## src/rtl/kvlex_pkg.sv

```systemverilog
// Shared types and constants for the key/value text lexer.
// Used by kvlex_front, kvlex_queue, kvlex_back and keyvalues_text_lexer.
package kvlex_pkg;

  localparam int MAX_EV   = 4;
  localparam int EVCNT_W  = $clog2(MAX_EV + 1);
  localparam int EVIDX_W  = $clog2(MAX_EV);
  localparam int QDEPTH   = 4;
  localparam int QPTR_W   = $clog2(QDEPTH);
  localparam int QCNT_W   = $clog2(QDEPTH + 1);

  localparam logic [2:0] EV_BYTE    = 3'd0;
  localparam logic [2:0] EV_DONE    = 3'd1;
  localparam logic [2:0] EV_OPEN    = 3'd2;
  localparam logic [2:0] EV_CLOSE   = 3'd3;
  localparam logic [2:0] EV_END     = 3'd4;
  localparam logic [2:0] EV_INVALID = 3'd5;

  typedef struct packed {
    logic [2:0] code;
    logic [7:0] val;
  } event_t;

  // All events caused by one input byte, in order; slots at and above cnt are unused.
  typedef struct packed {
    logic [EVCNT_W-1:0]       cnt;
    event_t [MAX_EV-1:0]      ev;
  } bundle_t;

endpackage

```

## src/rtl/keyvalues_text_lexer.sv

```systemverilog
// Key/value text lexer, top level: front end, bundle queue and output sequencer.
// A byte's events pass through the bundle queue and the output register before they appear.
// Throughput: one byte per cycle while out_ready is high and each byte yields at most one event;
// a byte's events leave one at a time, and a four-entry bundle queue absorbs bursts.
// Reset (rst_n low, synchronous): lexer mode returns between tokens, queue and output empty.
// Depends on kvlex_pkg, kvlex_front, kvlex_queue, kvlex_back.
module keyvalues_text_lexer (
  input  logic        clk,
  input  logic        rst_n,
  input  logic        in_valid,
  output logic        in_ready,
  input  logic [7:0]  in_text_byte,
  input  logic        in_final_byte,
  output logic        out_valid,
  input  logic        out_ready,
  output logic [2:0]  out_event_res,
  output logic [7:0]  out_value_byte,
  output logic        out_run_last
);

  logic               push;
  logic               push_ready;
  logic               pop;
  logic               pop_valid;
  kvlex_pkg::bundle_t push_bundle;
  kvlex_pkg::bundle_t pop_bundle;

  kvlex_front u_front (
    .clk           (clk),
    .rst_n         (rst_n),
    .in_valid      (in_valid),
    .in_ready      (in_ready),
    .in_text_byte  (in_text_byte),
    .in_final_byte (in_final_byte),
    .q_ready       (push_ready),
    .q_push        (push),
    .q_bundle      (push_bundle)
  );

  kvlex_queue u_queue (
    .clk         (clk),
    .rst_n       (rst_n),
    .push        (push),
    .push_bundle (push_bundle),
    .push_ready  (push_ready),
    .pop         (pop),
    .pop_valid   (pop_valid),
    .pop_bundle  (pop_bundle)
  );

  kvlex_back u_back (
    .clk            (clk),
    .rst_n          (rst_n),
    .q_valid        (pop_valid),
    .q_bundle       (pop_bundle),
    .q_pop          (pop),
    .out_valid      (out_valid),
    .out_ready      (out_ready),
    .out_event_res  (out_event_res),
    .out_value_byte (out_value_byte),
    .out_run_last   (out_run_last)
  );

endmodule

```

## src/rtl/kvlex_front.sv

```systemverilog
// Front end of the lexer: holds the lexer mode and turns each byte into a bundle of events.
// Depends on kvlex_pkg.
module kvlex_front (
  input  logic                clk,
  input  logic                rst_n,
  input  logic                in_valid,
  output logic                in_ready,
  input  logic [7:0]          in_text_byte,
  input  logic                in_final_byte,
  input  logic                q_ready,
  output logic                q_push,
  output kvlex_pkg::bundle_t  q_bundle
);

  localparam logic [2:0] M_IDLE       = 3'd0;
  localparam logic [2:0] M_IDLE_SLASH = 3'd1;
  localparam logic [2:0] M_COMMENT    = 3'd2;
  localparam logic [2:0] M_WORD       = 3'd3;
  localparam logic [2:0] M_WORD_SLASH = 3'd4;
  localparam logic [2:0] M_QUOTE      = 3'd5;
  localparam logic [2:0] M_ESCAPE     = 3'd6;

  localparam logic [7:0] CH_LBRACE = 8'h7B;
  localparam logic [7:0] CH_RBRACE = 8'h7D;
  localparam logic [7:0] CH_QUOTE  = 8'h22;
  localparam logic [7:0] CH_SLASH  = 8'h2F;
  localparam logic [7:0] CH_BSLASH = 8'h5C;
  localparam logic [7:0] CH_LF     = 8'h0A;
  localparam logic [7:0] CH_CR     = 8'h0D;
  localparam logic [7:0] CH_TAB    = 8'h09;
  localparam logic [7:0] CH_NUL    = 8'h00;
  localparam logic [7:0] CH_SPACE  = 8'h20;
  localparam logic [7:0] CH_T      = 8'h74;
  localparam logic [7:0] CH_N      = 8'h6E;
  localparam logic [7:0] CH_R      = 8'h72;

  logic [2:0]         mode_r;
  logic [2:0]         mode_nxt;
  logic               word_step;
  logic               accept;
  kvlex_pkg::bundle_t bnd;

  function automatic logic is_space(input logic [7:0] c);
    return (c == CH_SPACE) || (c >= CH_TAB && c <= CH_CR);
  endfunction

  function automatic kvlex_pkg::bundle_t push_ev(input kvlex_pkg::bundle_t b,
                                                 input logic [2:0] code,
                                                 input logic [7:0] val);
    kvlex_pkg::bundle_t r;
    r = b;
    if (b.cnt < kvlex_pkg::EVCNT_W'(kvlex_pkg::MAX_EV)) begin
      r.ev[b.cnt[kvlex_pkg::EVIDX_W-1:0]].code = code;
      r.ev[b.cnt[kvlex_pkg::EVIDX_W-1:0]].val  = (code == kvlex_pkg::EV_BYTE) ? val : 8'h00;
      r.cnt = b.cnt + kvlex_pkg::EVCNT_W'(1);
    end
    return r;
  endfunction

  always_comb begin
    bnd       = '0;
    mode_nxt  = mode_r;
    word_step = 1'b0;

    unique case (mode_r)
      M_IDLE_SLASH: begin
        if (in_text_byte == CH_SLASH) begin
          mode_nxt = M_COMMENT;
        end else begin
          bnd       = push_ev(bnd, kvlex_pkg::EV_BYTE, CH_SLASH);
          word_step = 1'b1;
        end
      end
      M_COMMENT: begin
        if (in_text_byte == CH_LF) mode_nxt = M_IDLE;
      end
      M_WORD: begin
        word_step = 1'b1;
      end
      M_WORD_SLASH: begin
        if (in_text_byte == CH_SLASH) begin
          bnd      = push_ev(bnd, kvlex_pkg::EV_DONE, 8'h00);
          mode_nxt = M_COMMENT;
        end else begin
          bnd       = push_ev(bnd, kvlex_pkg::EV_BYTE, CH_SLASH);
          word_step = 1'b1;
        end
      end
      M_QUOTE: begin
        if (in_text_byte == CH_QUOTE) begin
          bnd      = push_ev(bnd, kvlex_pkg::EV_DONE, 8'h00);
          mode_nxt = M_IDLE;
        end else if (in_text_byte == CH_CR || in_text_byte == CH_LF ||
                     in_text_byte == CH_NUL) begin
          bnd      = push_ev(bnd, kvlex_pkg::EV_INVALID, 8'h00);
          mode_nxt = M_IDLE;
        end else if (in_text_byte == CH_BSLASH) begin
          mode_nxt = M_ESCAPE;
        end else begin
          bnd = push_ev(bnd, kvlex_pkg::EV_BYTE, in_text_byte);
        end
      end
      M_ESCAPE: begin
        if (in_text_byte == CH_BSLASH || in_text_byte == CH_QUOTE) begin
          bnd = push_ev(bnd, kvlex_pkg::EV_BYTE, in_text_byte);
        end else if (in_text_byte == CH_N) begin
          bnd = push_ev(bnd, kvlex_pkg::EV_BYTE, CH_LF);
        end else if (in_text_byte == CH_R) begin
          bnd = push_ev(bnd, kvlex_pkg::EV_BYTE, CH_CR);
        end else if (in_text_byte == CH_T) begin
          bnd = push_ev(bnd, kvlex_pkg::EV_BYTE, CH_TAB);
        end else begin
          bnd = push_ev(bnd, kvlex_pkg::EV_BYTE, CH_BSLASH);
          bnd = push_ev(bnd, kvlex_pkg::EV_BYTE, in_text_byte);
        end
        mode_nxt = M_QUOTE;
      end
      default: begin
        // Between tokens; the unused code falls in here as well.
        if (is_space(in_text_byte)) begin
          mode_nxt = M_IDLE;
        end else if (in_text_byte == CH_SLASH) begin
          mode_nxt = M_IDLE_SLASH;
        end else if (in_text_byte == CH_LBRACE) begin
          bnd      = push_ev(bnd, kvlex_pkg::EV_OPEN, 8'h00);
          mode_nxt = M_IDLE;
        end else if (in_text_byte == CH_RBRACE) begin
          bnd      = push_ev(bnd, kvlex_pkg::EV_CLOSE, 8'h00);
          mode_nxt = M_IDLE;
        end else if (in_text_byte == CH_QUOTE) begin
          mode_nxt = M_QUOTE;
        end else begin
          bnd      = push_ev(bnd, kvlex_pkg::EV_BYTE, in_text_byte);
          mode_nxt = M_WORD;
        end
      end
    endcase

    // Shared handling of a byte that continues a bare word.
    if (word_step) begin
      if (is_space(in_text_byte)) begin
        bnd      = push_ev(bnd, kvlex_pkg::EV_DONE, 8'h00);
        mode_nxt = M_IDLE;
      end else if (in_text_byte == CH_LBRACE || in_text_byte == CH_RBRACE) begin
        bnd      = push_ev(bnd, kvlex_pkg::EV_DONE, 8'h00);
        bnd      = push_ev(bnd, (in_text_byte == CH_LBRACE) ? kvlex_pkg::EV_OPEN
                                                            : kvlex_pkg::EV_CLOSE, 8'h00);
        mode_nxt = M_IDLE;
      end else if (in_text_byte == CH_SLASH) begin
        mode_nxt = M_WORD_SLASH;
      end else begin
        bnd      = push_ev(bnd, kvlex_pkg::EV_BYTE, in_text_byte);
        mode_nxt = M_WORD;
      end
    end

    // End of text closes whatever token is still open and adds the end event.
    if (in_final_byte) begin
      if (mode_nxt == M_IDLE_SLASH || mode_nxt == M_WORD_SLASH) begin
        bnd = push_ev(bnd, kvlex_pkg::EV_BYTE, CH_SLASH);
        bnd = push_ev(bnd, kvlex_pkg::EV_DONE, 8'h00);
      end else if (mode_nxt == M_WORD) begin
        bnd = push_ev(bnd, kvlex_pkg::EV_DONE, 8'h00);
      end else if (mode_nxt == M_QUOTE || mode_nxt == M_ESCAPE) begin
        bnd = push_ev(bnd, kvlex_pkg::EV_INVALID, 8'h00);
      end
      bnd      = push_ev(bnd, kvlex_pkg::EV_END, 8'h00);
      mode_nxt = M_IDLE;
    end
  end

  assign in_ready = q_ready;
  assign accept   = in_valid && q_ready;
  assign q_push   = accept && (bnd.cnt != '0);
  assign q_bundle = bnd;

  always_ff @(posedge clk) begin
    if (!rst_n) begin
      mode_r <= M_IDLE;
    end else if (accept) begin
      mode_r <= mode_nxt;
    end
  end

  a_final_resets_mode: assert property (@(posedge clk) disable iff (!rst_n)
    accept && in_final_byte |=> mode_r == M_IDLE)
    else $error("mode not back between tokens after end of text");

  a_final_ends_with_end: assert property (@(posedge clk) disable iff (!rst_n)
    accept && in_final_byte |-> q_push &&
      bnd.ev[bnd.cnt[kvlex_pkg::EVIDX_W-1:0] - kvlex_pkg::EVIDX_W'(1)].code
        == kvlex_pkg::EV_END)
    else $error("end of text bundle does not close with an end event");

endmodule

```

## src/rtl/kvlex_queue.sv

```systemverilog
// Short queue of event bundles between the lexer front end and the output sequencer.
// Depends on kvlex_pkg.
module kvlex_queue (
  input  logic                clk,
  input  logic                rst_n,
  input  logic                push,
  input  kvlex_pkg::bundle_t  push_bundle,
  output logic                push_ready,
  input  logic                pop,
  output logic                pop_valid,
  output kvlex_pkg::bundle_t  pop_bundle
);

  kvlex_pkg::bundle_t               slot_r [kvlex_pkg::QDEPTH];
  logic [kvlex_pkg::QPTR_W-1:0]     wr_ptr_r;
  logic [kvlex_pkg::QPTR_W-1:0]     rd_ptr_r;
  logic [kvlex_pkg::QCNT_W-1:0]     count_r;
  logic                             do_push;
  logic                             do_pop;

  function automatic logic [kvlex_pkg::QPTR_W-1:0] bump(input logic [kvlex_pkg::QPTR_W-1:0] p);
    return (p == kvlex_pkg::QPTR_W'(kvlex_pkg::QDEPTH - 1)) ? '0 : p + kvlex_pkg::QPTR_W'(1);
  endfunction

  assign push_ready = (count_r != kvlex_pkg::QCNT_W'(kvlex_pkg::QDEPTH));
  assign pop_valid  = (count_r != '0);
  assign pop_bundle = slot_r[rd_ptr_r];
  assign do_push    = push && push_ready;
  assign do_pop     = pop && pop_valid;

  always_ff @(posedge clk) begin
    if (do_push) slot_r[wr_ptr_r] <= push_bundle;
  end

  always_ff @(posedge clk) begin
    if (!rst_n) begin
      wr_ptr_r <= '0;
      rd_ptr_r <= '0;
      count_r  <= '0;
    end else begin
      if (do_push) wr_ptr_r <= bump(wr_ptr_r);
      if (do_pop)  rd_ptr_r <= bump(rd_ptr_r);
      if (do_push && !do_pop)      count_r <= count_r + kvlex_pkg::QCNT_W'(1);
      else if (do_pop && !do_push) count_r <= count_r - kvlex_pkg::QCNT_W'(1);
    end
  end

  a_count_bounded: assert property (@(posedge clk) disable iff (!rst_n)
    count_r <= kvlex_pkg::QCNT_W'(kvlex_pkg::QDEPTH))
    else $error("queue count out of range");

endmodule

```

## src/rtl/kvlex_back.sv

```systemverilog
// Output sequencer: takes one event bundle at a time and hands its events out in order.
// Depends on kvlex_pkg.
module kvlex_back (
  input  logic                clk,
  input  logic                rst_n,
  input  logic                q_valid,
  input  kvlex_pkg::bundle_t  q_bundle,
  output logic                q_pop,
  output logic                out_valid,
  input  logic                out_ready,
  output logic [2:0]          out_event_res,
  output logic [7:0]          out_value_byte,
  output logic                out_run_last
);

  kvlex_pkg::bundle_t             cur_r;
  logic                           cur_valid_r;
  logic [kvlex_pkg::EVIDX_W-1:0]  idx_r;
  logic                           is_last;
  logic                           out_take;

  assign is_last  = (kvlex_pkg::EVCNT_W'(idx_r) + kvlex_pkg::EVCNT_W'(1)) == cur_r.cnt;
  assign out_take = cur_valid_r && out_ready;
  // The next bundle moves in as the last event of the current one leaves.
  assign q_pop    = q_valid && (!cur_valid_r || (out_take && is_last));

  assign out_valid      = cur_valid_r;
  assign out_event_res  = cur_r.ev[idx_r].code;
  assign out_value_byte = cur_r.ev[idx_r].val;
  assign out_run_last   = is_last;

  always_ff @(posedge clk) begin
    if (q_pop) cur_r <= q_bundle;
  end

  always_ff @(posedge clk) begin
    if (!rst_n) begin
      cur_valid_r <= 1'b0;
      idx_r       <= '0;
    end else if (q_pop) begin
      cur_valid_r <= 1'b1;
      idx_r       <= '0;
    end else if (out_take) begin
      if (is_last) begin
        cur_valid_r <= 1'b0;
        idx_r       <= '0;
      end else begin
        idx_r <= idx_r + kvlex_pkg::EVIDX_W'(1);
      end
    end
  end

  a_idx_in_bundle: assert property (@(posedge clk) disable iff (!rst_n)
    cur_valid_r |-> kvlex_pkg::EVCNT_W'(idx_r) < cur_r.cnt)
    else $error("event index past end of bundle");

  a_end_is_last: assert property (@(posedge clk) disable iff (!rst_n)
    out_take && out_event_res == kvlex_pkg::EV_END |-> out_run_last)
    else $error("end event is not the last of its byte");

endmodule
```

## config.mk

```make
export PLATFORM = sky130hd
export DESIGN_NAME = keyvalues_text_lexer
export DESIGN_NICKNAME = d
export VERILOG_FILES = /design/src/rtl/kvlex_pkg.sv /design/src/rtl/keyvalues_text_lexer.sv /design/src/rtl/kvlex_front.sv /design/src/rtl/kvlex_queue.sv /design/src/rtl/kvlex_back.sv
export SDC_FILE = /design/constraint.sdc
export NUM_CORES = 1
export LEC_CHECK = 0
export BUFFER_PORTS_ARGS = -buffer_cell sky130_fd_sc_hd__buf_2
export CORE_ASPECT_RATIO = 0.75
export CORE_MARGIN = 2
export CORE_UTILIZATION = 60
export CTS_CLUSTER_DIAMETER = 150
export DETAILED_ROUTE_END_ITERATION = 8
export GPL_ROUTABILITY_DRIVEN = 0
export PLACE_DENSITY = 0.79
export SLEW_MARGIN = 25
export SYNTH_ARGS = -nofsm -noshare
export SYNTH_HDL_FRONTEND = slang
export SYNTH_SLANG_ARGS = --single-unit
export TNS_END_PERCENT = 10
```

## constraint.sdc

```tcl
create_clock -name clk -period 8.2 [get_ports clk]
set_input_delay 0.41 -clock clk [delete_from_list [all_inputs] [get_ports clk]]
set_output_delay 0.41 -clock clk [all_outputs]
set_load 0.01 [all_outputs]
```

# Yosys cells after proc, flatten, opt, wreduce, memory -nomap -nowiden
# Memories as Yosys holds them, arrays and structs flattened. A register that Yosys moved wholly into a read port is not among the register bits.
# Index checks and enable logic that the tools add are counted.
# totals
regBits	13
n_memories	1
mem_bits_rw	188
# classes
magnitude_cmp	21
muxes	121
n_addsub	12
eq_ne	26
bitwise	1
reduce_logical	37
# mem_list
memory	depth	width	read_ports	rd_ports_with_merged_regs	write_ports	line	source
u_queue.slot_r	4	47	1	1	1	kvlex_queue.sv:14	kvlex_pkg::bundle_t slot_r [kvlex_pkg::QDEPTH];
# op_table
op	n
$mux W47	33
$bwmux W44	18
$demux W11 S2	12
$pmux W47 S5	1
$mux W45	3
$mux W11	12
$mux W3	22
$eq A8 B7 Y1 const B	6
$mux W8	6
$eq A8 B6 Y1 const B	3
$bmux W11 S2	1
$add A3 B1 Y3 const B	7
$lt A2 B3 Y1 const B	7
$eq A3 B3 Y1 const B	6
$lt A3 B3 Y1 const B	6
$eq A8 B4 Y1 const B	2
$logic_and A1 B1 Y1	16
$pmux W3 S5	1
$ge A2 B1 Y1 const B	6
$eq A3 B2 Y1 const B	3
$mux W9	1
$ge A8 B4 Y1 const B	1
$le A8 B4 Y1 const B	1
$logic_not A8 Y1	1
17 further kinds	43

# Logic depth before layout (Yosys ltp)
# Gate-level depths: netlist of the first run.
# depth
ltp_word	71
ltp_mapped	25
ltp_nobuf	22

# By module
# From an unflattened synthesis of the first run, not the netlist that was laid out.
# hier_totals
hier_cells	725
area_unflattened_um2	11388.4
# modules_own_cells
module	seq_area_each_um2	cells_each	instances	area_per_inst_um2
kvlex_queue	5825.6	296	1	7253.2
kvlex_front	60.1	344	1	2229.6
kvlex_back	1471.4	85	1	1905.6

# Worst setup path before layout of the first run
# No wires, ideal clock.
# synth_timing
kind	in2reg
startpoint	input in_text_byte[5]
endpoint	memory u_queue.slot_r[0][0] in the netlist's numbering (enable)
slack_ns	2.435
n_path_buf	3
stages	20
required_time_ns	7.791
arrival_ns	5.356
cell_sequence	buf_8 clkbuf_1 and3b_1 o2111ai_1 a311o_1 nand3_1 mux2i_2 inv_1 ha_1 clkbuf_1 ha_1 o32a_1 o21ai_0 inv_1 ha_1 nor2_1 o2111ai_1 o221ai_1 a21oi_4 and2_1
# synth_via
elab_chain_cells	33
elab_cells_between_ends	95
# synth_rtl
element	line	source
from (decl)	keyvalues_text_lexer.sv:12	input logic [7:0] in_text_byte,
$eq A8 B6 Y1	kvlex_front.sv:90, kvlex_front.sv:104, kvlex_front.sv:130	
$mux W45	kvlex_front.sv:130	end else if (in_text_byte == CH_QUOTE) begin
$mux W47	kvlex_front.sv:127	end else if (in_text_byte == CH_RBRACE) begin
$mux W47	kvlex_front.sv:124	end else if (in_text_byte == CH_LBRACE) begin
$mux W47	kvlex_front.sv:122	end else if (in_text_byte == CH_SLASH) begin
$mux W47	kvlex_front.sv:120	if (is_space(in_text_byte)) begin
$pmux W47 S5	kvlex_front.sv:65	unique case (mode_r)
$add A3 B1 Y3 / $lt A3 B3 Y1 (equally long branches)	kvlex_front.sv:55, kvlex_front.sv:52	
[18 not listed]	-	
$mux W47	kvlex_front.sv:52	if (b.cnt < kvlex_pkg::EVCNT_W'(kvlex_pkg::MAX_EV)) begin
$mux W47 *	kvlex_front.sv:158	if (in_final_byte) begin
$reduce_bool A3 Y1 *	kvlex_front.sv:174	assign q_push = accept && (bnd.cnt != '0);
$logic_and A1 B1 Y1 *	kvlex_front.sv:174	
$logic_and A1 B1 Y1 *	kvlex_queue.sv:28	assign do_push = push && push_ready;
net u_queue.do_push	kvlex_queue.sv:18	logic do_push;
$mux W1 *	kvlex_queue.sv:32	if (do_push) slot_r[wr_ptr_r] <= push_bundle;
$mux W1 (implied by the code) *	kvlex_queue.sv:32	
to (decl)	kvlex_queue.sv:14	
# Mark *: on every way through the listed nets, which the timed path passes. The rest lies on a longest branch. The select of a mux whose other input is x is not followed.

# Worst setup path in the final report of the first run
# layout_timing
startpoint	register u_front.mode_r[2]
endpoint	memory u_queue.slot_r[3][42] in the netlist's numbering (enable)
# layout_via
elab_chain_cells	29
elab_cells_between_ends	61
# layout_rtl
element	line	source
from (decl)	kvlex_front.sv:37	logic [2:0] mode_r;
from (signal assigned)	kvlex_front.sv:181	mode_r <= mode_nxt;
$eq A3 B2 Y1	kvlex_front.sv:65	
$reduce_or A2 Y1 (no source line)	-	
$pmux W47 S5	kvlex_front.sv:65	
$add A3 B1 Y3 / $lt A3 B3 Y1 (equally long branches)	kvlex_front.sv:55, kvlex_front.sv:52	
$mux W47	kvlex_front.sv:52	
$mux W47	kvlex_front.sv:144	end else if (in_text_byte == CH_LBRACE || in_text_byte == CH_RBRACE) begin
$mux W47	kvlex_front.sv:141	if (is_space(in_text_byte)) begin
$mux W47	kvlex_front.sv:140	if (word_step) begin
[14 not listed]	-	
$mux W47	kvlex_front.sv:52	
$mux W47 *	kvlex_front.sv:158	
$reduce_bool A3 Y1 *	kvlex_front.sv:174	
$logic_and A1 B1 Y1 *	kvlex_front.sv:174	
$logic_and A1 B1 Y1 *	kvlex_queue.sv:28	
net u_queue.do_push	kvlex_queue.sv:18	
$mux W1 *	kvlex_queue.sv:32	
$mux W1 (implied by the code) *	kvlex_queue.sv:32	
# Marked as above.

==> metrics.csv, run 1 <==
metric,value,unit
PD cells,318,nW/µm²
Max Cap Viol,0,
Starting DRT DRC Count,1037,
Clock Latency Late Sink,520,ps
die area,20200,µm²
largest net degree at the start of global routing,51,
DP HPWL,15200,µm
f_max,163,MHz
met3 Use GR,0.0470,
Main synth FF type,edfxtp_1,
synth top area cells,"edfxtp_1 (62%), mux4_2 (11%), dfxtp_1 (2.3%)",
CP required,8400,ps
r2r startpoint,u_front.mode_r[2]$_SDFFE_PN0P_,
period utilisation layout,0.750,
vias,6630,
Fillers,1215,
routed length per instance,23.6,µm
Yosys top cell area share,0.618,
grt peak-use layer,met2,
Synth Register Bits,248,
Fin Setup TNS,0,ps
unrepaired setup endpoints after global routing,no,
GRT met2 Usage,0.410,
Worst Setup EP,u_queue.slot_r[3][42]$_DFFE_PP_,
Clock transition at path regs,60,ps
met1 usage,0.346,
# Post-CTS Setup Buffers,0,
Synth-to-Final Area Change,9.58,%
Row Count,43,
Final Hold Viols,0,
Total Power,3.98,mW
Die H,123,µm
sequential area share after synthesis,0.641,
global-route wire length before repair,37300,µm
CTS sink count,248,
port bufs,26,
commonest cells in the netlist,"edfxtp_1 (235), mux4_2 (58), nand2_1 (48), a21oi_1 (34), nor2_1 (27)",
"FFs w/ async S/R, synth",0,
Clk Tree Root Cell,clkbuf_16,
DRC,0,
r2r worst-path depth,18,
HP Class,in -> reg,
WP data arrival,6350,ps
Total GRT Usage,0.249,
post-route ant nets,0,
Worst setup startpoint,u_front.mode_r[2]$_SDFFE_PN0P_,
via/cell ratio,6.50,
Clock Path Buffers,3,
total core area,18600,µm²
Netlist cell types,95,
CP Capture Type,flip-flop,
Worst R2R End,u_queue.slot_r[3][42]$_DFFE_PP_,
CTS H-tree lvls,1,
Detailed Routing Iterations Pass 1,6,
Max IR drop VDD,0.409,mV
chip width,163,µm
flop-to-flop setup slack,2050,ps
Layout Nets,789,
Slew HR,0.358,
Ant. Diodes,0,
area taken by flip-flops and latches,7320,µm²
Final min period,6150,ps
top-count cell post-synth,edfxtp_1,
post-synthesis cell count,716,
slew at the pin with the worst max-slew slack,961,ps
Mapped Area,11400,µm²
Starting Density,0.615,
Post-synth EDFFs,235,
status,"complete, no violations",
crit-path max FO,32,
Max Clock Skew,22.0,ps
cell taking the most area after synthesis,edfxtp_1,
total I/O pin count,27,
critical path type,reg -> reg,
CTS tree,yes,
max-slew violation count,0,
cts bufs inserted,23,
crit path launch type,flip-flop,
static leakage,4.16,nW
antenna violations before repair,0,
Post-CTS Hold Fix Bufs,0,
final setup fails,0,
Synth warnings,0,
vias in the first global route,6457,
layout cell share with drive strength beyond 1,0.223,
total congestion overflow,0,
Post-Syn Area per Cell,15.9,µm²
Routed WL,24100,µm
PostCTS Resize Cnt,0,
multi-input logic area,3820,µm²
worst max-delay path: stages, from the launching register on:
cell and delay [ps]:
dfxtp_1 610, nand2b_1 180, o21ai_0 560, and2_1 310, nand2_1 110, mux2i_2 420, inv_1 130, ha_1 360
ha_1 300, o32a_1 330, o21ai_0 200, inv_1 160, ha_1 330, nor2_1 60, o2111ai_1 90, o221ai_1 190
a21oi_4 270, and2_2 800, buf_4 380
layout by cell type (no fill, tap or decap), types with 17 or more instances in the layout:
| cell | n |
|---|---|
| a21oi_1 | 34 |
| buf_2 | 26 |
| clkbuf_16 | 23 |
| conb_1 | 28 |
| edfxtp_1 | 235 |
| ha_1 | 19 |
| mux4_2 | 58 |
| nand2_1 | 48 |
| nor2_1 | 27 |
| nor3_1 | 17 |
worst min path at each step:
stage                                           startpoint  cells past startpoint                               end
after CTS                                        out_ready                      4     u_back.out_valid$_SDFFE_PN0P_
after global placement    u_queue.wr_ptr_r[1]$_SDFFE_PN0P_                      2  u_queue.wr_ptr_r[1]$_SDFFE_PN0P_
after detailed placement  u_queue.wr_ptr_r[0]$_SDFFE_PN0P_                      2  u_queue.wr_ptr_r[0]$_SDFFE_PN0P_
final                                            out_ready                      4     u_back.out_valid$_SDFFE_PN0P_
after floorplan           u_queue.wr_ptr_r[1]$_SDFFE_PN0P_                      2  u_queue.wr_ptr_r[1]$_SDFFE_PN0P_
after global routing                             out_ready                      4     u_back.out_valid$_SDFFE_PN0P_
power breakdown:
part | total [mW] | internal, mW | switching (mW)
clock | 1.12 | 0.675 | 0.444
combinational | 0.983 | 0.429 | 0.553
sequential | 1.88 | 1.76 | 0.117
total | 3.98 | 2.87 | 1.12
through the flow:
step                instances  instance area (µm²)  hold slack, ps  utilization  setup WS, ps
detailed placement        977                11700             499        0.630          1810
floorplan                 743                11500             468            -          2430
global route             1020                12500             268        0.674          1620
finish                   1020                12500             235        0.674          2050
global placement          977                11700             480        0.630          2190
CTS                      1019                12500             230        0.672          2100
final cells by class:
type,count,area share
sequential,248,0.585
multi-input combinational,433,0.305
clock buffer,27,0.0472
tap,247,0.0247
clock inverter,15,0.0162
timing repair buffer,33,0.0162
inverter,17,0.00520
sequential cells by signal, summed over array words and instances, names as in the netlist:
signal / count
u_back.out_valid: 1
u_queue.count_r: 3
u_front.mode_r: 3
u_back.cur_r: 47
u_queue.slot_r: 188
u_queue.rd_ptr_r: 2
u_queue.wr_ptr_r: 2
u_back.idx_r: 2
layer usage:
metal	vias to the layer above	wire length [µm]
li1	2891	-
met1	3319	9660
met2	349	11800
met3	71	1860
met4	0	723
met5	-	0
cell families after synthesis:
group	count (synthesis)	share of synthesized area
mux	63	0.119
fa+ha+maj	21	0.0235
compound gates	127	0.0844
buf+inv	62	0.0340
simple gates	187	0.0923
flops	248	0.641
xor+xnor	7	0.00537
other cells	1	0.000329
(Power assumes the default switching activity.)
==> inputs of run 2 (changes only) <==
--- a/config.mk
+++ b/config.mk
@@ -8,11 +8,11 @@
 export BUFFER_PORTS_ARGS = -buffer_cell sky130_fd_sc_hd__buf_2
 export CORE_ASPECT_RATIO = 0.75
 export CORE_MARGIN = 2
-export CORE_UTILIZATION = 60
+export CORE_UTILIZATION = 56
 export CTS_CLUSTER_DIAMETER = 150
 export DETAILED_ROUTE_END_ITERATION = 8
 export GPL_ROUTABILITY_DRIVEN = 0
-export PLACE_DENSITY = 0.79
+export PLACE_DENSITY = 0.77
 export SLEW_MARGIN = 25
 export SYNTH_ARGS = -nofsm -noshare
 export SYNTH_HDL_FRONTEND = slang
==> constraint.sdc (replaced) <==
create_clock -name clk -period 4.9 [get_ports clk]
set_input_delay 0.245 -clock clk [delete_from_list [all_inputs] [get_ports clk]]
set_output_delay 0.245 -clock clk [all_outputs]
set_load 0.01 [all_outputs]
==> run 2 against run 1 <==
Against the previous run: fmax grew 32%; wire length fell by 1.7%; core utilization shrank 3.6 points; sequential cell count did not move; clock power is 42% higher; first-iteration DRC count down 24%; final area increased by 2.5%; die area up 6.9%; non-clock buffer count rose by 36; register-to-register slack worse by 1800 ps; hold slack got worse by 180 ps.
==> metrics.csv, run 2 (same netlist as run 1, synthesis figures left out) <==
metric,value,unit,change
status,"complete, no violations",,
Max Cap Viol,0,,unchanged
CTS tree,yes,,
Clk Tree Root Cell,clkbuf_16,,
Clock Path Buffers,3,,unchanged
Final min period,4680,ps,-1470 ps
period utilisation layout,0.954,,+0.204
f_max,214,MHz,+32%
Row Count,45,,+4.7%
Highest Signal Layer,met4,,
static leakage,4.30,nW,+3.5%
Util after Layout,0.638,,-0.0360
largest net degree at the start of global routing,51,,unchanged
final non-filler cell area,12800,µm²,+2.5%
Layout Cells excl Fill,1065,,+4.4%
multi-input logic area,3920,µm²,+2.7%
via/cell ratio,6.25,,-3.8%
vias in the first global route,6674,,+3.4%
total core area,20100,µm²,+8.3%
antenna violations before repair,0,,unchanged
Final Hold Viols,0,,unchanged
Detailed Routing Iterations Pass 1,7,,+1
Met1 Wirelength,10300,µm,+6.9%
crit-path max cell delay,380,ps,-420 ps
Total Power,6.45,mW,+62%
layout cell share with drive strength beyond 1,0.271,,+0.0489
Die H,128,µm,+3.4%
cts bufs inserted,22,,-4.3%
Synth-to-Final Area Change,12.3,%,
DR WL met2,11300,µm,-4.4%
"commonest cells after routing, fill and taps aside","edfxtp_1 (235), mux4_2 (58), nand2_1 (48)",,
slowest CP cell,dfxtp_4,,
DP HPWL,15100,µm,-0.57%
chip width,169,µm,+3.4%
CTS H-tree lvls,1,,unchanged
crit path launch type,flip-flop,,
Starting Density,0.568,,-0.0471
Most Frequent Cell on Critical Path,inv_2,,
max FFs per register,188,,unchanged
Max IR drop VDD,0.368,mV,-10%
Starting DRT DRC Count,784,,-24%
port bufs,26,,unchanged
crit-path max FO,6,,-81%
crit-path cells,buf_4 > nand3_1 > and2b_2 > or2_4 > o32ai_4 > mux2i_4 > inv_2 > ha_4 > ha_1 > o32a_1 > o21ai_2 > inv_2 > ha_4 > nor2_1 > o2111ai_1 > o221ai_2 > a21oi_4 > ha_2 > inv_2 > fa_2 > xor2_1 > or3_1 > a21boi_1,,
area taken by flip-flops and latches,7330,µm²,+0.12%
total I/O pin count,27,,unchanged
post-route ant nets,0,,unchanged
Routed WL,23700,µm,-1.7%
global-route wire length before repair,37100,µm,-0.44%
routed length per instance,22.2,µm,-5.9%
DRC,0,,unchanged
Total GRT Usage,0.225,,-0.0240
total congestion overflow,0,,unchanged
PD cells,503,nW/µm²,+58%
Largest regs,"u_queue.slot_r (188), u_back.cur_r (47)",,
Ant. Diodes,0,,unchanged
Clock Latency Late Sink,510,ps,about the same
metal3 WL,1600,µm,-14%
CP required,5330,ps,-3070 ps
critical path type,reg -> reg,,
vias,6656,,+0.39%
Max Clock Skew,7.66,ps,-14.3 ps
die area,21600,µm²,+6.9%
"most common cell after layout, fill and taps aside",edfxtp_1,,
CP Capture Type,flip-flop,,
WHS,59.0,ps,-176 ps
final setup fails,0,,unchanged
Fillers,1403,,+15%
Layout Nets,824,,+4.4%
Inst Count DP,1015,,+3.9%
Slew HR,0.483,,+0.125
max-slew violation count,0,,unchanged
WP data arrival,5110,ps,-1240 ps
"Most flops, register",u_queue.slot_r,,
Clock transition at path regs,60,ps,about the same
slew at the pin with the worst max-slew slack,774,ps,-188 ps
Post-DP Area,12000,µm²,+2.8%
CTS sink count,248,,unchanged
HP Class,in -> reg,,
run 2: cell count changes in the layout (fill, tap and decap cells not counted), sizes merged:
cell      change
buf          +36
bufinv        -5
clkbuf        +3
clkinvlp      +2
clkinv        -1
inv           -1
run 2: final cells by class:
| cell class | count | area share |
|---|---|---|
| clock buffers | 30 | 0.0477 |
| clock inverters | 10 | 0.00381 |
| inverters | 17 | 0.00498 |
| multi-input cells | 433 | 0.306 |
| flip-flops and latches | 248 | 0.572 |
| well taps | 258 | 0.0252 |
| repair buffers | 69 | 0.0408 |
run 2: through the flow:
step	TNS (ps)	setup WS, ps
after floorplan	0	14.1
after global placement	0	123
after detailed placement	-97.2	-97.2
after CTS	0	35.8
after global routing	-6.96	-6.96
final	0	225
run 2: timing repair:
| action | CTS | global route |
|---|---|---|
| gates cloned | 0 | 0 |
| resized for setup | 2 | 13 |
| setup endpoints to repair | 1 | 80 |
| hold buffers | 0 | 0 |
| pin swaps | 0 | 4 |
| buffers inserted | 0 | 9 |
run 2: final timing paths:
path	to	from	cells past startpoint	slack, ps
max reg2reg	u_queue.count_r[2]$_SDFFE_PN0P_	u_front.mode_r[0]$_SDFFE_PN0P_	23	220
min	u_back.out_valid$_SDFFE_PN0P_	out_ready	4	60
max	u_queue.count_r[2]$_SDFFE_PN0P_	u_front.mode_r[0]$_SDFFE_PN0P_	23	220
min reg2reg	u_queue.wr_ptr_r[1]$_SDFFE_PN0P_	u_queue.wr_ptr_r[1]$_SDFFE_PN0P_	2	500
run 2: per-layer routing:
| metal | up-vias | GRT usage |
|---|---|---|
| met4 | 0 | 0.0472 |
| met3 | 53 | 0.0331 |
| li1 | 2958 | - |
| met5 | - | 0 |
| met2 | 283 | 0.367 |
| met1 | 3362 | 0.327 |
run 2: report_power, final:
| part | total (mW) | leakage, nW | switching [mW] | internal [mW] |
|---|---|---|---|---|
| Combinational | 1.72 | 1.73 | 0.911 | 0.805 |
| Sequential | 3.15 | 2.26 | 0.207 | 2.94 |
| Clock | 1.59 | 0.318 | 0.712 | 0.875 |
| Total | 6.45 | 4.30 | 1.83 | 4.62 |
run 2: critical path: cells and delay by family (launching register included):
| family | cells | cell delay [ps] |
|---|---|---|
| AO/OA/AOI/OAI | 7 | 1320 |
| XOR/XNOR | 1 | 150 |
| multiplexers | 1 | 110 |
| buffers and inverters | 4 | 360 |
| adder cells (fa/ha/maj) | 5 | 1370 |
| flip-flops | 1 | 380 |
| AND/OR/NAND/NOR | 5 | 920 |
==> inputs of run 3 (changes only) <==
--- a/config.mk
+++ b/config.mk
@@ -9,6 +9,7 @@
 export CORE_ASPECT_RATIO = 0.75
 export CORE_MARGIN = 2
 export CORE_UTILIZATION = 56
+export CTS_BUF_LIST = sky130_fd_sc_hd__clkbuf_16
 export CTS_CLUSTER_DIAMETER = 150
 export DETAILED_ROUTE_END_ITERATION = 8
 export GPL_ROUTABILITY_DRIVEN = 0
==> constraint.sdc (replaced) <==
create_clock -name clk -period 4.9 [get_ports clk]
set_input_delay 0.98 -clock clk [delete_from_list [all_inputs] [get_ports clk]]
set_output_delay 0.98 -clock clk [all_outputs]
set_load 0.01 [all_outputs]
==> run 3 against run 2 <==
Against the previous run: combinational power increased by 6%; fmax decreased by 1.1%; register-to-register slack improved by 110 ps.
==> metrics.csv, run 3 (same netlist as run 1, synthesis figures left out) <==
metric,value,unit,change
GRT met2 Usage,0.399,,+0.0313
vias in the first global route,7117,,+6.6%
DP HPWL,16100,µm,+6.9%
multi-input logic area,3930,µm²,+0.29%
met1 usage,0.328,,+0.00123
CTS H-tree lvls,1,,unchanged
via/cell ratio,6.16,,-1.4%
f_max,211,MHz,-1.1%
max-slew violation count,0,,unchanged
met3 Use GR,0.0387,,+0.00558
post-route ant nets,0,,unchanged
layout cell share with drive strength beyond 1,0.326,,+0.0551
Ant. Diodes,0,,unchanged
grt peak-use layer,met2,,
Starting DRT DRC Count,741,,-5.5%
DRC,0,,unchanged
antenna violations before repair,0,,unchanged
vias,6951,,+4.4%
total I/O pin count,27,,unchanged
period utilisation layout,0.965,,+0.0108
cts bufs inserted,23,,+4.5%
Largest regs,"u_queue.slot_r (188), u_back.cur_r (47)",,
PD cells,505,nW/µm²,+0.37%
crit path launch type,input pin,,
final setup fails,0,,unchanged
Die H,128,µm,unchanged
routed length per instance,22.2,µm,-0.24%
static leakage,4.68,nW,+8.7%
Total GRT Usage,0.237,,+0.0128
Clock transition at path regs,70,ps,about the same
"Most flops, register",u_queue.slot_r,,
Detailed Routing Iterations Pass 1,5,,-2
"commonest cells after routing, fill and taps aside","edfxtp_1 (235), buf_4 (102), mux4_2 (58)",,
Clk Tree Root Cell,clkbuf_16,,
CP required,5350,ps,+20 ps
area taken by flip-flops and latches,7320,µm²,-0.12%
Clock Path Buffers,3,,unchanged
crit-path max FO,8,,+2
largest net degree at the start of global routing,51,,unchanged
Final Hold Viols,0,,unchanged
HP Class,reg -> reg,,
Max Clock Skew,18.4,ps,+10.7 ps
Max Cap Viol,0,,unchanged
WP data arrival,5180,ps,+70 ps
Layout Cells excl Fill,1128,,+5.9%
Inst Count DP,1085,,+6.9%
Slew HR,0.492,,+0.00867
max FFs per register,188,,unchanged
"most common cell after layout, fill and taps aside",edfxtp_1,,
Fillers,1317,,-6.1%
Clock Latency Late Sink,520,ps,about the same
Synth-to-Final Area Change,17.5,%,
Row Count,45,,unchanged
CP Capture Type,flip-flop,,
total congestion overflow,0,,unchanged
slew at the pin with the worst max-slew slack,762,ps,-11.9 ps
Final min period,4730,ps,+53.0 ps
Starting Density,0.568,,unchanged
Routed WL,25000,µm,+5.7%
Max IR drop VDD,0.300,mV,-19%
total core area,20100,µm²,unchanged
Fin Setup TNS,0,ps,unchanged
CTS sink count,248,,unchanged
chip width,169,µm,unchanged
critical path type,in -> reg,,
Layout Nets,888,,+7.8%
die area,21600,µm²,unchanged
global-route wire length before repair,39000,µm,+5.0%
port bufs,26,,unchanged
status,"complete, no violations",,
Post-CTS Hold Fix Bufs,0,,unchanged
CTS tree,yes,,
[run 3: cell count changes in the layout (fill, tap and decap cells not counted), sizes merged]
cell	delta
clkbuf	-7
inv	+5
clkinv	-2
buf	+63
bufinv	+4
[run 3: path summary, 6_finish.rpt]
check,startpoint,end,slack [ps],depth (start not counted)
worst max-delay path,in_text_byte[0],u_queue.count_r[2]$_SDFFE_PN0P_,170,23
worst min-delay path,u_back.out_valid$_SDFFE_PN0P_,u_back.out_valid$_SDFFE_PN0P_,510,2
worst max register to register,u_front.mode_r[1]$_SDFFE_PN0P_,u_queue.count_r[2]$_SDFFE_PN0P_,330,22
worst min register to register,u_back.out_valid$_SDFFE_PN0P_,u_back.out_valid$_SDFFE_PN0P_,510,2
[run 3: repair_timing]
item | 4_1_cts | 5_1_grt
resized for setup | 0 | 14
setup buffers | 0 | 2
endpoints found under the setup margin | 0 | 1
[run 3: worst max-delay path, cell delays in order]
cell and delay [ps]:
buf_6 110, or4b_1 510, a21o_2 260, a21boi_4 190, o32ai_4 100, mux2i_4 180
inv_2 70, ha_4 270, ha_4 180, o32a_1 330, o21ai_2 80, inv_2 70
ha_4 270, nor2_2 40, o2111ai_2 60, o221ai_2 140, a21oi_4 160, ha_2 210
inv_2 40, fa_2 330, xor2_1 150, or3_1 310, a21boi_1 140
[run 3: metrics by stage]
step	worst slack [ps]	total power [mW]	util	hold slack (ps)	cell area [µm²]
finish	172	6.78	0.667	509	13400
global route	-19.6	7.06	0.667	531	13400
CTS	43.3	6.77	0.662	512	13300
detailed placement	-479	4.94	0.624	495	12500
global placement	-365	4.86	0.624	477	12500
floorplan	-648	4.34	-	468	11600
[run 3: layer usage]
| layer | vias up | share of wire | wire [µm] |
|---|---|---|---|
| li1 | 3086 | - | - |
| met2 | 312 | 0.48 | 12100 |
| met1 | 3480 | 0.42 | 10600 |
| met4 | 0 | 0.028 | 709 |
| met3 | 73 | 0.067 | 1670 |
| met5 | - | 0 | 0 |
[run 3: cell type report]
| type | instances | share of cell area |
|---|---|---|
| flip-flops and latches | 248 | 0.546 |
| multi-input cells | 433 | 0.293 |
| repair buffers | 132 | 0.0748 |
| clock buffers | 23 | 0.0429 |
| well taps | 258 | 0.0241 |
| clock inverters | 17 | 0.0146 |
| inverters | 17 | 0.00476 |
[run 3: power by group]
group / internal, mW / total [mW] / switching, mW
Clock: 1.07 / 1.82 / 0.746
Combinational: 0.866 / 1.82 / 0.958
Sequential: 2.94 / 3.14 / 0.194
Total: 4.88 / 6.78 / 1.90
